$ cat src/hdl/swm_pkg.sv
`timescale 1ns / 1ps
// ----------------------------------------------------------------------------
// swm_pkg
// Shared types and constants of the sliding window median unit.
// ----------------------------------------------------------------------------
package swm_pkg;

  localparam int MAX_WINDOW   = 32;
  localparam int SAMPLE_WIDTH = 16;
  localparam int IDX_W        = $clog2(MAX_WINDOW);
  localparam int CNT_W        = 6;

  localparam int APB_DATA_W   = 32;
  localparam int APB_ADDR_W   = 3;

  typedef logic signed [SAMPLE_WIDTH-1:0] sample_t;
  typedef logic [IDX_W-1:0]               idx_t;
  typedef logic [CNT_W-1:0]               count_t;

  localparam count_t MAX_COUNT           = count_t'(MAX_WINDOW);
  localparam count_t WINDOW_LENGTH_RESET = count_t'(20);

  // register index (word address) of window_length
  localparam logic REG_WINDOW_LENGTH = 1'b0;

  // command to the sorted-list merge engine
  typedef struct packed {
    logic    start;
    logic    del_en;     // remove one copy of del_value
    logic    ins_en;     // insert ins_value, marks the final pass of a transaction
    sample_t del_value;
    sample_t ins_value;
    count_t  src_count;  // entries in the current sorted list
    idx_t    rank;       // output index whose value is the median
  } merge_cmd_t;

  typedef struct packed {
    logic   done;
    count_t count;       // entries in the new sorted list
  } merge_sts_t;

endpackage

$ cat src/hdl/swm_if.sv
`timescale 1ns / 1ps
// ----------------------------------------------------------------------------
// swm_if
// Valid/ready channels for samples in and medians out.
// ----------------------------------------------------------------------------
interface swm_sample_if;
  logic             valid;
  logic             ready;
  swm_pkg::sample_t sample;

  modport source (output valid, output sample, input ready);
  modport sink   (input valid, input sample, output ready);
endinterface

interface swm_result_if;
  logic             valid;
  logic             ready;
  swm_pkg::sample_t median;
  swm_pkg::count_t  fill_count;

  modport source (output valid, output median, output fill_count, input ready);
  modport sink   (input valid, input median, input fill_count, output ready);
endinterface

$ cat src/hdl/swm_merge.sv
`timescale 1ns / 1ps
// ----------------------------------------------------------------------------
// swm_merge
// Sorted list of held samples, double-buffered in one RAM; one pass streams
// the list and writes it back with one value removed and/or one inserted.
// ----------------------------------------------------------------------------
module swm_merge (
  input  logic                clk,
  input  logic                rst,
  input  swm_pkg::merge_cmd_t cmd,
  output swm_pkg::merge_sts_t sts,
  output swm_pkg::sample_t    median
);

  typedef enum logic [3:0] {
    M_IDLE  = 4'b0001,
    M_START = 4'b0010,
    M_RUN   = 4'b0100,
    M_TAIL  = 4'b1000
  } merge_state_t;

  merge_state_t state, state_next;

  // two banks, selected by the address MSB
  swm_pkg::sample_t mem [2*swm_pkg::MAX_WINDOW];
  swm_pkg::sample_t rdata;

  logic             bank;
  logic             del_en, ins_en, del_done, ins_done;
  logic             del_done_next, ins_done_next;
  swm_pkg::sample_t del_value, ins_value;
  swm_pkg::count_t  src_count, wr_count;
  swm_pkg::idx_t    rank, rd_idx, rd_idx_next, rd_sel;
  logic             rd_en, wr_en, done;
  swm_pkg::sample_t wr_data;
  swm_pkg::count_t  last_idx;

  assign last_idx = src_count - swm_pkg::count_t'(1);

  always_comb begin
    state_next    = state;
    rd_en         = 1'b0;
    rd_sel        = rd_idx;
    rd_idx_next   = rd_idx;
    wr_en         = 1'b0;
    wr_data       = rdata;
    del_done_next = del_done;
    ins_done_next = ins_done;
    done          = 1'b0;
    case (state)
      M_IDLE: begin
        if (cmd.start) begin
          del_done_next = 1'b0;
          ins_done_next = 1'b0;
          state_next    = M_START;
        end
      end
      M_START: begin
        if (src_count != '0) begin
          rd_en       = 1'b1;
          rd_sel      = '0;
          rd_idx_next = '0;
          state_next  = M_RUN;
        end else begin
          state_next = M_TAIL;
        end
      end
      M_RUN: begin
        if (ins_en && !ins_done && (ins_value < rdata)) begin
          // insert ahead of this entry, then read it again
          wr_en         = 1'b1;
          wr_data       = ins_value;
          ins_done_next = 1'b1;
          rd_en         = 1'b1;
          rd_sel        = rd_idx;
        end else begin
          if (del_en && !del_done && (rdata == del_value)) begin
            del_done_next = 1'b1;
          end else begin
            wr_en = 1'b1;
          end
          if ({1'b0, rd_idx} == last_idx) begin
            state_next = M_TAIL;
          end else begin
            rd_en       = 1'b1;
            rd_sel      = rd_idx + swm_pkg::idx_t'(1);
            rd_idx_next = rd_idx + swm_pkg::idx_t'(1);
          end
        end
      end
      M_TAIL: begin
        if (ins_en && !ins_done) begin
          wr_en   = 1'b1;
          wr_data = ins_value;
        end
        done       = 1'b1;
        state_next = M_IDLE;
      end
      default: begin
        state_next = M_IDLE;
      end
    endcase
  end

  always_ff @(posedge clk) begin
    if (rd_en) begin
      rdata <= mem[{bank, rd_sel}];
    end
    if (wr_en) begin
      mem[{~bank, wr_count[swm_pkg::IDX_W-1:0]}] <= wr_data;
    end
  end

  always_ff @(posedge clk) begin
    if (rst) begin
      state    <= M_IDLE;
      bank     <= 1'b0;
      del_done <= 1'b0;
      ins_done <= 1'b0;
      wr_count <= '0;
    end else begin
      state    <= state_next;
      del_done <= del_done_next;
      ins_done <= ins_done_next;
      rd_idx   <= rd_idx_next;
      if (state == M_IDLE && cmd.start) begin
        del_en    <= cmd.del_en;
        ins_en    <= cmd.ins_en;
        del_value <= cmd.del_value;
        ins_value <= cmd.ins_value;
        src_count <= cmd.src_count;
        rank      <= cmd.rank;
        wr_count  <= '0;
      end else if (wr_en) begin
        wr_count <= wr_count + swm_pkg::count_t'(1);
      end
      if (done) begin
        bank <= ~bank;
      end
    end
  end

  // pick off the median as the final pass writes it
  always_ff @(posedge clk) begin
    if (wr_en && ins_en && (wr_count == {1'b0, rank})) begin
      median <= wr_data;
    end
  end

  assign sts.done  = done;
  assign sts.count = wr_count + swm_pkg::count_t'(wr_en);

endmodule

$ cat src/hdl/sliding_window_median_unit.sv
`timescale 1ns / 1ps
// ----------------------------------------------------------------------------
// sliding_window_median_unit
// Running median over the newest window_length samples.
// ----------------------------------------------------------------------------
// Channels: samples (sink) carries one signed sample per transaction; medians
// (source) returns one transaction per sample with the value at rank
// fill_count/2 of the held samples sorted ascending, and fill_count.
// window_length is written over the APB port at byte address 0; the user
// must do so only while idle (not enforced); 0 acts as 1, above 32 as 32.
// Samples live in a circular RAM; a sorted copy lives in a second,
// double-banked RAM. Each sample costs one merge pass over the sorted list
// that inserts the new sample and, once the window is full, also drops the
// oldest one. After window_length is lowered, each excess sample dropped
// costs one more pass. The merge pass, one RAM read per cycle, sets the
// rate; one sample at a time. Reset empties the window (no clearing pass)
// and sets window_length to 20. A finished result waits in the output
// register; a new sample is taken while it waits, and the next result is
// held back until it has been taken.
// ----------------------------------------------------------------------------
module sliding_window_median_unit (
  input  logic                              clk,
  input  logic                              rst,
  swm_sample_if.sink                        samples,
  swm_result_if.source                      medians,
  input  logic                              psel,
  input  logic                              penable,
  input  logic                              pwrite,
  input  logic [swm_pkg::APB_ADDR_W-1:0]    paddr,
  input  logic [swm_pkg::APB_DATA_W-1:0]    pwdata,
  output logic [swm_pkg::APB_DATA_W-1:0]    prdata,
  output logic                              pready
);

  typedef enum logic [4:0] {
    T_IDLE   = 5'b00001,
    T_FETCH  = 5'b00010,
    T_LAUNCH = 5'b00100,
    T_WAIT   = 5'b01000,
    T_FINISH = 5'b10000
  } top_state_t;

  top_state_t state;

  swm_pkg::count_t     window_length;
  swm_pkg::count_t     held_count, drops_left, target;
  swm_pkg::idx_t       oldest_position, slot;
  swm_pkg::sample_t    ins_value, win_rdata, med_value;
  logic                last_pass, del_pass;
  logic                out_valid;
  swm_pkg::sample_t    out_median;
  swm_pkg::count_t     out_fill;

  swm_pkg::sample_t    sample_window [swm_pkg::MAX_WINDOW];

  swm_pkg::merge_cmd_t cmd;
  swm_pkg::merge_sts_t sts;

  logic                accept, out_free, finish;
  swm_pkg::count_t     eff_len, cnt_plus;

  // ---------------- configuration ----------------
  assign pready = 1'b1;
  assign prdata = (paddr[2] == swm_pkg::REG_WINDOW_LENGTH)
                  ? {{(swm_pkg::APB_DATA_W-swm_pkg::CNT_W){1'b0}}, window_length}
                  : '0;

  always_ff @(posedge clk) begin
    if (rst) begin
      window_length <= swm_pkg::WINDOW_LENGTH_RESET;
    end else if (psel && penable && pwrite && (paddr[2] == swm_pkg::REG_WINDOW_LENGTH)) begin
      window_length <= pwdata[swm_pkg::CNT_W-1:0];
    end
  end

  // ---------------- control ----------------
  assign accept   = samples.valid && samples.ready;
  assign out_free = !out_valid || medians.ready;
  assign finish   = (state == T_FINISH) && out_free;

  assign samples.ready = (state == T_IDLE);

  always_comb begin
    if (window_length == '0) begin
      eff_len = swm_pkg::count_t'(1);
    end else if (window_length > swm_pkg::MAX_COUNT) begin
      eff_len = swm_pkg::MAX_COUNT;
    end else begin
      eff_len = window_length;
    end
  end

  assign cnt_plus = held_count + swm_pkg::count_t'(1);

  always_ff @(posedge clk) begin
    if (rst) begin
      state           <= T_IDLE;
      held_count      <= '0;
      oldest_position <= '0;
      drops_left      <= '0;
      last_pass       <= 1'b0;
      del_pass        <= 1'b0;
    end else begin
      case (state)
        T_IDLE: begin
          if (accept) begin
            ins_value <= samples.sample;
            slot      <= oldest_position + held_count[swm_pkg::IDX_W-1:0];
            if (cnt_plus > eff_len) begin
              drops_left <= cnt_plus - eff_len;
              target     <= eff_len;
              state      <= T_FETCH;
            end else begin
              drops_left <= '0;
              target     <= cnt_plus;
              last_pass  <= 1'b1;
              del_pass   <= 1'b0;
              state      <= T_LAUNCH;
            end
          end
        end
        T_FETCH: begin
          oldest_position <= oldest_position + swm_pkg::idx_t'(1);
          drops_left      <= drops_left - swm_pkg::count_t'(1);
          last_pass       <= (drops_left == swm_pkg::count_t'(1));
          del_pass        <= 1'b1;
          state           <= T_LAUNCH;
        end
        T_LAUNCH: begin
          state <= T_WAIT;
        end
        T_WAIT: begin
          if (sts.done) begin
            held_count <= sts.count;
            state      <= (drops_left != '0) ? T_FETCH : T_FINISH;
          end
        end
        T_FINISH: begin
          if (out_free) begin
            state <= T_IDLE;
          end
        end
        default: begin
          state <= T_IDLE;
        end
      endcase
    end
  end

  // ---------------- circular sample store ----------------
  always_ff @(posedge clk) begin
    if (state == T_FETCH) begin
      win_rdata <= sample_window[oldest_position];
    end
    if (finish) begin
      sample_window[slot] <= ins_value;
    end
  end

  // ---------------- sorted list ----------------
  always_comb begin
    cmd.start     = (state == T_LAUNCH);
    cmd.del_en    = del_pass;
    cmd.ins_en    = last_pass;
    cmd.del_value = win_rdata;
    cmd.ins_value = ins_value;
    cmd.src_count = held_count;
    cmd.rank      = target[swm_pkg::IDX_W:1];
  end

  swm_merge u_merge (
    .clk    (clk),
    .rst    (rst),
    .cmd    (cmd),
    .sts    (sts),
    .median (med_value)
  );

  // ---------------- output register ----------------
  always_ff @(posedge clk) begin
    if (rst) begin
      out_valid <= 1'b0;
    end else if (finish) begin
      out_valid <= 1'b1;
    end else if (medians.ready) begin
      out_valid <= 1'b0;
    end
  end

  always_ff @(posedge clk) begin
    if (finish) begin
      out_median <= med_value;
      out_fill   <= target;
    end
  end

  assign medians.valid      = out_valid;
  assign medians.median     = out_median;
  assign medians.fill_count = out_fill;

endmodule

$ cat src/flat_wrapper.sv
// flat-port wrapper written by rule: the top's interface ports become plain ports
module sliding_window_median_unit_flat 
  (clk, rst, psel, penable, pwrite, paddr, pwdata, prdata, pready, samples_valid, samples_sample, samples_ready, medians_valid, medians_median, medians_fill_count, medians_ready);
  swm_sample_if samples_i ();
  swm_result_if medians_i ();
  input  logic clk;
  input  logic rst;
  input  logic psel;
  input  logic penable;
  input  logic pwrite;
  input  logic [swm_pkg::APB_ADDR_W-1:0] paddr;
  input  logic [swm_pkg::APB_DATA_W-1:0] pwdata;
  output logic [swm_pkg::APB_DATA_W-1:0] prdata;
  output logic pready;
  input wire logic [$bits(samples_i.valid)-1:0] samples_valid;
  input wire logic [$bits(samples_i.sample)-1:0] samples_sample;
  output wire logic [$bits(samples_i.ready)-1:0] samples_ready;
  output wire logic [$bits(medians_i.valid)-1:0] medians_valid;
  output wire logic [$bits(medians_i.median)-1:0] medians_median;
  output wire logic [$bits(medians_i.fill_count)-1:0] medians_fill_count;
  input wire logic [$bits(medians_i.ready)-1:0] medians_ready;
  assign samples_i.valid = samples_valid;
  assign samples_i.sample = samples_sample;
  assign samples_ready = samples_i.ready;
  assign medians_valid = medians_i.valid;
  assign medians_median = medians_i.median;
  assign medians_fill_count = medians_i.fill_count;
  assign medians_i.ready = medians_ready;
  sliding_window_median_unit u_core (.clk(clk), .rst(rst), .samples(samples_i), .medians(medians_i), .psel(psel), .penable(penable), .pwrite(pwrite), .paddr(paddr), .pwdata(pwdata), .prdata(prdata), .pready(pready));
endmodule
$ cat config.mk
export PLATFORM = sky130hd
export DESIGN_NAME = sliding_window_median_unit_flat
export DESIGN_NICKNAME = d
export VERILOG_FILES = /design/src/hdl/swm_pkg.sv /design/src/hdl/swm_if.sv /design/src/hdl/swm_merge.sv /design/src/hdl/sliding_window_median_unit.sv /design/src/flat_wrapper.sv
export SDC_FILE = /design/constraint.sdc
export NUM_CORES = 2
export LEC_CHECK = 0
export BUFFER_PORTS_ARGS = -buffer_cell sky130_fd_sc_hd__buf_2
export CAP_MARGIN = 20
export CORE_UTILIZATION = 30
export DETAILED_ROUTE_END_ITERATION = 10
export HOLD_SLACK_MARGIN = 0.12
export PLACE_DENSITY_LB_ADDON = 0.08
export SLEW_MARGIN = 30
export SYNTH_ARGS = -nofsm -noshare
export SYNTH_HDL_FRONTEND = slang
export SYNTH_SLANG_ARGS = --single-unit
export TNS_END_PERCENT = 1
$ cat constraint.sdc
create_clock -name clk -period 9.11 [get_ports clk]
set_input_delay 1.822 -clock clk [delete_from_list [all_inputs] [get_ports clk]]
set_output_delay 1.822 -clock clk [all_outputs]
set_load 0.02 [all_outputs]
======== After elaboration in Yosys (flattened, before gate mapping) ========
Memory sizes are Yosys's and may differ from the RTL's. A register that Yosys moved wholly into a read port is not among the register bits.
Index checks and enable logic that the tools add are counted.
cells by class
  add/sub/neg operators ................... 9
  order comparisons ....................... 3
  eq/ne operators ......................... 22
  muxes and demuxes ....................... 52
  bitwise operators ....................... 3
  reduce and logical (&&, ||, !) cells .... 32
operators with widths
  operator                                                            count
  6-bit two-way mux                                                   6
  5-bit two-way mux                                                   7
  16-bit two-way mux                                                  2
  16-bit case mux with 2 select lines                                 1
  5-bit case mux with 5 select lines                                  1
  1-bit two-way mux                                                   21
  16-bit == test                                                      1
  16-bit less-than comparator                                         1
  4-bit two-way mux                                                   4
  2-bit inequality test, second input constant                        8
  3-bit AND reduction                                                 5
  6-bit by 1-bit adder with 6-bit output, second input constant       2
  1-bit logical AND                                                   12
  1-bit case mux with 2 select lines                                  6
  4-bit case mux with 3 select lines                                  1
  6-bit case mux with 2 select lines                                  1
  6-bit nonzero test                                                  2
  6-bit by 1-bit subtractor with 6-bit output, second input constant  2
  5-bit by 1-bit adder with 5-bit output, second input constant       2
  5-bit case mux with 2 select lines                                  1
  6-bit by 1-bit adder with 6-bit output                              1
  5-bit by 6-bit == test with 1-bit output                            1
  6-bit by 1-bit == test with 1-bit output, second input constant     1
  6-bit by 5-bit == test with 1-bit output                            1
  other kinds (23)                                                    31
storage, ports and cells
  flip-flop bits (word level) ............. 159
  bits in writable memories ............... 1536
  bits of input ports ..................... 58
  output and inout bits ................... 57
  word-level logic and storage cells ...... 149
  memories kept ........................... 2
memories
  memory                words  width  rd ports  clocked after Yosys merged registers in  write ports  RTL line                          source
  u_core.u_merge.mem    64     16     1         1                                        1            swm_merge.sv:25                   swm_pkg::sample_t mem [2*swm_pkg::MAX_WINDOW];
  u_core.sample_window  32     16     1         1                                        1            sliding_window_median_unit.sv:54  swm_pkg::sample_t sample_window [swm_pkg::MAX_WINDOW];

======== Longest topological paths before layout ========
  word-level depth ........................ 8
  mapped depth ............................ 19
  mapped depth without buffers ............ 15

======== Hierarchy ========
A second synthesis with hierarchy kept.
unflattened totals
  cell total of the unflattened synthesis .. 3618
  area, all modules ....................... 67835.1 um^2
modules (own cells, without submodules)
  module                      instances  cells each  area an instance (um^2)  seq. area each (um^2)
  swm_merge                   1          2323        43913.4                  33472.1
  sliding_window_median_unit  1          1295        23921.7                  17947.2

======== Worst setup path before layout ========
Ideal clock, no wire load.
  kind .................................... register -> register
  start point ............................. register u_core.u_merge.rdata[15] (read register of u_core.u_merge.mem)
  end point ............................... register u_core.u_merge.median[15] (data pin)
  library setup time ...................... 0.710 ns
  data arrival time ....................... 4.955 ns
  required time ........................... 8.400 ns
  slack ................................... 3.445 ns
  cell stages (with the launch flop) ...... 12
  path buffers ............................ 1
  clock period less this slack ............ 5.665 ns
  cells stage by stage .................... edfxtp_1 inv_1 ha_1 nand4_1 or3b_1 or4_4 nand2_1 mux2i_1 a21oi_1 nor2_1 clkbuf_1 o21ai_0
on the way
  cells in the longest elaborated chain, start to end .. 4
  elaborated cells between the ends (all ways) .. 5
  classes of those cells .................. order compare (1); mux (3); reduce/logical (1)
RTL lines
  element                                  RTL line          source
  start, declared                          swm_merge.sv:26   swm_pkg::sample_t rdata;
  16-bit less-than comparator              swm_merge.sv:69   if (ins_en && !ins_done && (ins_value < rdata)) begin
  1-bit logical AND                        swm_merge.sv:69
  16-bit two-way mux                       swm_merge.sv:69
  16-bit case mux with 2 select lines (*)  swm_merge.sv:50   case (state)
  via u_core.u_merge.wr_data[15]           swm_merge.sv:35   swm_pkg::sample_t wr_data;
  end signal, assigned                     swm_merge.sv:146  median <= wr_data;
  end, declared                            swm_merge.sv:12   output swm_pkg::sample_t median
Mark *: on every way through the listed nets, which the timed path passes. The rest lies on a longest branch.
A chain may end at the register's enable or synchronous reset.

======== Worst setup path after layout ========
  start point ............................. register u_core.u_merge.rdata[15] (read register of u_core.u_merge.mem)
  end point ............................... register u_core.u_merge.rdata[1] (read register of u_core.u_merge.mem) (data pin)
on the way
  cells in the longest elaborated chain, start to end .. 4
  elaborated cells between the ends (all ways) .. 6
  classes of those cells .................. order compare (1); mux (4); reduce/logical (1)
RTL lines
  element                             RTL line         source
  16-bit less-than comparator         swm_merge.sv:69
  1-bit logical AND                   swm_merge.sv:69
  5-bit two-way mux                   n/a
  5-bit case mux with 2 select lines  n/a
  via u_core.u_merge.rd_idx_next[3]   swm_merge.sv:33  swm_pkg::idx_t rank, rd_idx, rd_idx_next, rd_sel;
The timed path passes the listed nets, and every way through them passes these cells.

==> results.toml <==
[power]
p_leak_nw = 25.9
clkPwrFrac_pct = 45.2
combPwrFrac_pct = 3.9
seq_power_share_pct = 50.8
internal_power_mw = 13.2
p_switching_mw = 3.86
power.share.switching_pct = 22.6
p_per_area_nw_per_um2 = 211
vdd_ir_drop_max_mv = 0.166

[setup_path]
r2r-start = "u_core.u_merge.rdata[15]"
reg2regPathDepth = 15
start_kind = "flip-flop"
arrival_ps = 7470
critPathRequiredTime_ps = 9610
crit_start = "u_core.u_merge.rdata[15]"
crit_path_end_kind = "flip-flop"
path_class = "flip-flop to flip-flop"
cp_max_fo = 18

[outcome]
status = "finished, final reports clean"

[sta]
finClkSkew_ps = 44.3
grt_setup_unrepaired = "false"
tns_ps = 0
worst_pin_slew_ps = 1090
hold_viol = 0
timing.final.crit_share_pct = 76.5
period_minus_slack_ps = 6970
slew_viol_final = 0
max_freq_mhz = 143
setup_viol = 0
max-slew-margin-rel_pct = 27.4

[place]
hpwl_um = 121000
gp_congestion = 0.757
dp.cells = 7393
io_buffers = 59

[detailed_routing]
num_vias = 39500
drcViolationCount = 0
wire_per_inst_um = 28.0
firstDrtPassIters = 8
drt_iter0_drc = 3537
wl_um = 218000
ant_nets = 0
vias_per_cell = 5.09

[clock_network]
clockBufferDepth = 3
clk_latency_ps = 840
postCtsHoldBufs = 0
clkTransAtPathRegs_ps = 60
tritoncts = "built"
htree_levels = 4
cts_resized = 0
cts_made_buffers = 199
cts_setup_buffers = 0
clockRootBuffer = "clkbuf_16"
clkSinkCount = 1727

[min_path]
hold_depth = 0
hp-start = "u_core.win_rdata[8]"
hold_path_class = "flip-flop to flip-flop"

[cells_and_area]
layout_common_cells = "1,683 x edfxtp_1, 566 x nand2_1, 226 x a21oi_1, 201 x clkbuf_16, 189 x nand3_1"
final_common_cell = "edfxtp_1"
regArea_um2 = 51400
area_growth_pct = 16.2
drive_gt1_share_pct = 17.5
multi_input_comb_area_um2 = 17500
fillCellCount = 22000
fin_nets = 4666
finalNonFillerCells = 7769

[grt]
grt_overflow = 0
grt_max_degree = 121
grt_pass1_wl_um = 306000
grt_pass1_vias = 39000
antenna_found_initial = 16
track_usage_pct = 18.3

[synthesis]
async_flop_share_pct = 0
synth_area_leaders = "edfxtp_1 72%, mux4_2 5.2%, nand2_1 3.0%, mux2i_1 1.7%, a21oi_1 1.6%"
synth_area_um2 = 69800
synth_top_area_share_pct = 72.4
ys_seq_area_share_pct = 73.7
syn_inst = 4435
ys.warnings.count = 0
yosysUniqueCellTypes = 78
synth_edf_count = 1683
synth_top_area_cell = "edfxtp_1"
synth_top_flop_cell = "edfxtp_1"
synth_area_per_cell_um2 = 15.7
synth.ff_latch_count = 1727

[floorplanning]
die_w_um = 484
io_pins = 115
floorplan.initialDensity_pct = 30.3
core_area_um2 = 231000
die_area_um2 = 235000
rows = 176
die_h_um = 484

[run]
maxCapViolCount = 0
==> cell families after synthesis <==
family	after synthesis	synth area share, %
AOI/OAI and AO/OA	757	7.65
xor gates and xnor gates	50	0.628
adders and majority gates	36	0.667
buffers and inverters	362	2.34
DFF	1727	73.7
muxes	314	7.43
other	2	0.0108
and+or+nand+nor	1187	7.58
==> state kept, by name (all words and copies together), names as in the netlist, 6 cells and up <==
signal / flops
u_core.u_merge.median: 16
u_core.u_merge.rdata: 16
u_core.u_merge.ins_value: 16
u_core.u_merge.mem: 1024
u_core.medians.fill_count: 6
u_core.medians.median: 16
u_core.ins_value: 16
u_core.win_rdata: 16
u_core.held_count: 6
u_core.drops_left: 6
u_core.u_merge.del_value: 16
u_core.u_merge.wr_count: 6
u_core.window_length: 6
u_core.sample_window: 512
u_core.u_merge.src_count: 6
u_core.target: 6
==> Yosys cell counts (17+ instances only) <==
cell type,n
buf_4,32
xor2_1,26
a31oi_1,21
ha_1,34
mux4_2,160
inv_1,37
nor3_1,48
xnor2_1,24
buf_1,37
and3_1,55
or3_1,27
o2111ai_1,30
a22oi_1,111
nand4_1,24
a22o_1,17
mux2i_1,121
nand2_1,566
buf_2,71
a21oi_1,227
nor2_1,202
dfxtp_1,44
a32oi_1,79
mux2_2,33
edfxtp_1,1683
o31ai_1,17
clkbuf_1,173
a221oi_1,63
nand3_1,189
o21ai_0,64
==> worst max-delay path, stage by stage (launching register included) <==
cell,delay (ps)
edfxtp_1,390
inv_1,120
ha_1,410
nand4_1,150
or3b_1,390
or4_4,600
nand3_2,160
nand3_1,600
o311ai_1,510
and2_2,650
inv_2,250
nor2_2,800
buf_4,430
nand3_1,170
and3_1,240
o32ai_1,750
==> through the flow <==
step                      setup WS [ps]  hold slack [ps]  cell area [um^2]  power, mW  utilization, %
after floorplan                    3450              400             69900       9.25               -
after global routing               1890              421             81000       17.7            35.1
after global placement             2230              403             74400       9.53            32.3
final                              2140              414             81100       17.1            35.2
after CTS                          2140              415             80900       17.3            35.1
after detailed placement           2210              405             74600       9.54            32.4
==> layout make-up <==
class | count | share of cell area (%)
sequential | 1727 | 63.5
multi-input combinational | 2371 | 21.6
clock buffer | 252 | 6.45
tap | 3026 | 4.67
timing repair buffer | 232 | 2.29
clock inverter | 113 | 1.28
inverter | 41 | 0.215
antenna | 7 | 0.0216
==> path summary, 6_finish.rpt <==
path / slack [ps] / to
setup reg to reg: 2140 / u_core.u_merge.rdata[1]
hold reg to reg: 410 / u_core.u_merge.del_value[8]
setup / recovery: 2140 / u_core.u_merge.rdata[1]
hold / removal: 410 / u_core.u_merge.del_value[8]
==> power groups by stage <==
stage	combinational [mW]	sequential (mW)	clock (mW)
3_5_place_dp	0.682	8.86	0
4_1_cts	0.684	8.69	7.96
6_report	0.672	8.69	7.73
3_3_place_gp	0.672	8.86	0
2_1_floorplan	0.375	8.87	0
5_1_grt	0.724	8.69	8.26
==> per-layer routing <==
layer / vias to the layer above / wire [um] / GRT usage, %
met2: 887 / 107000 / 30.7
met3: 275 / 8600 / 2.40
li1: 17800 / - / -
met5: - / 0 / 0
met4: 0 / 4750 / 4.56
met1: 20600 / 97300 / 24.9
Power figures use the tool's default switching activity.
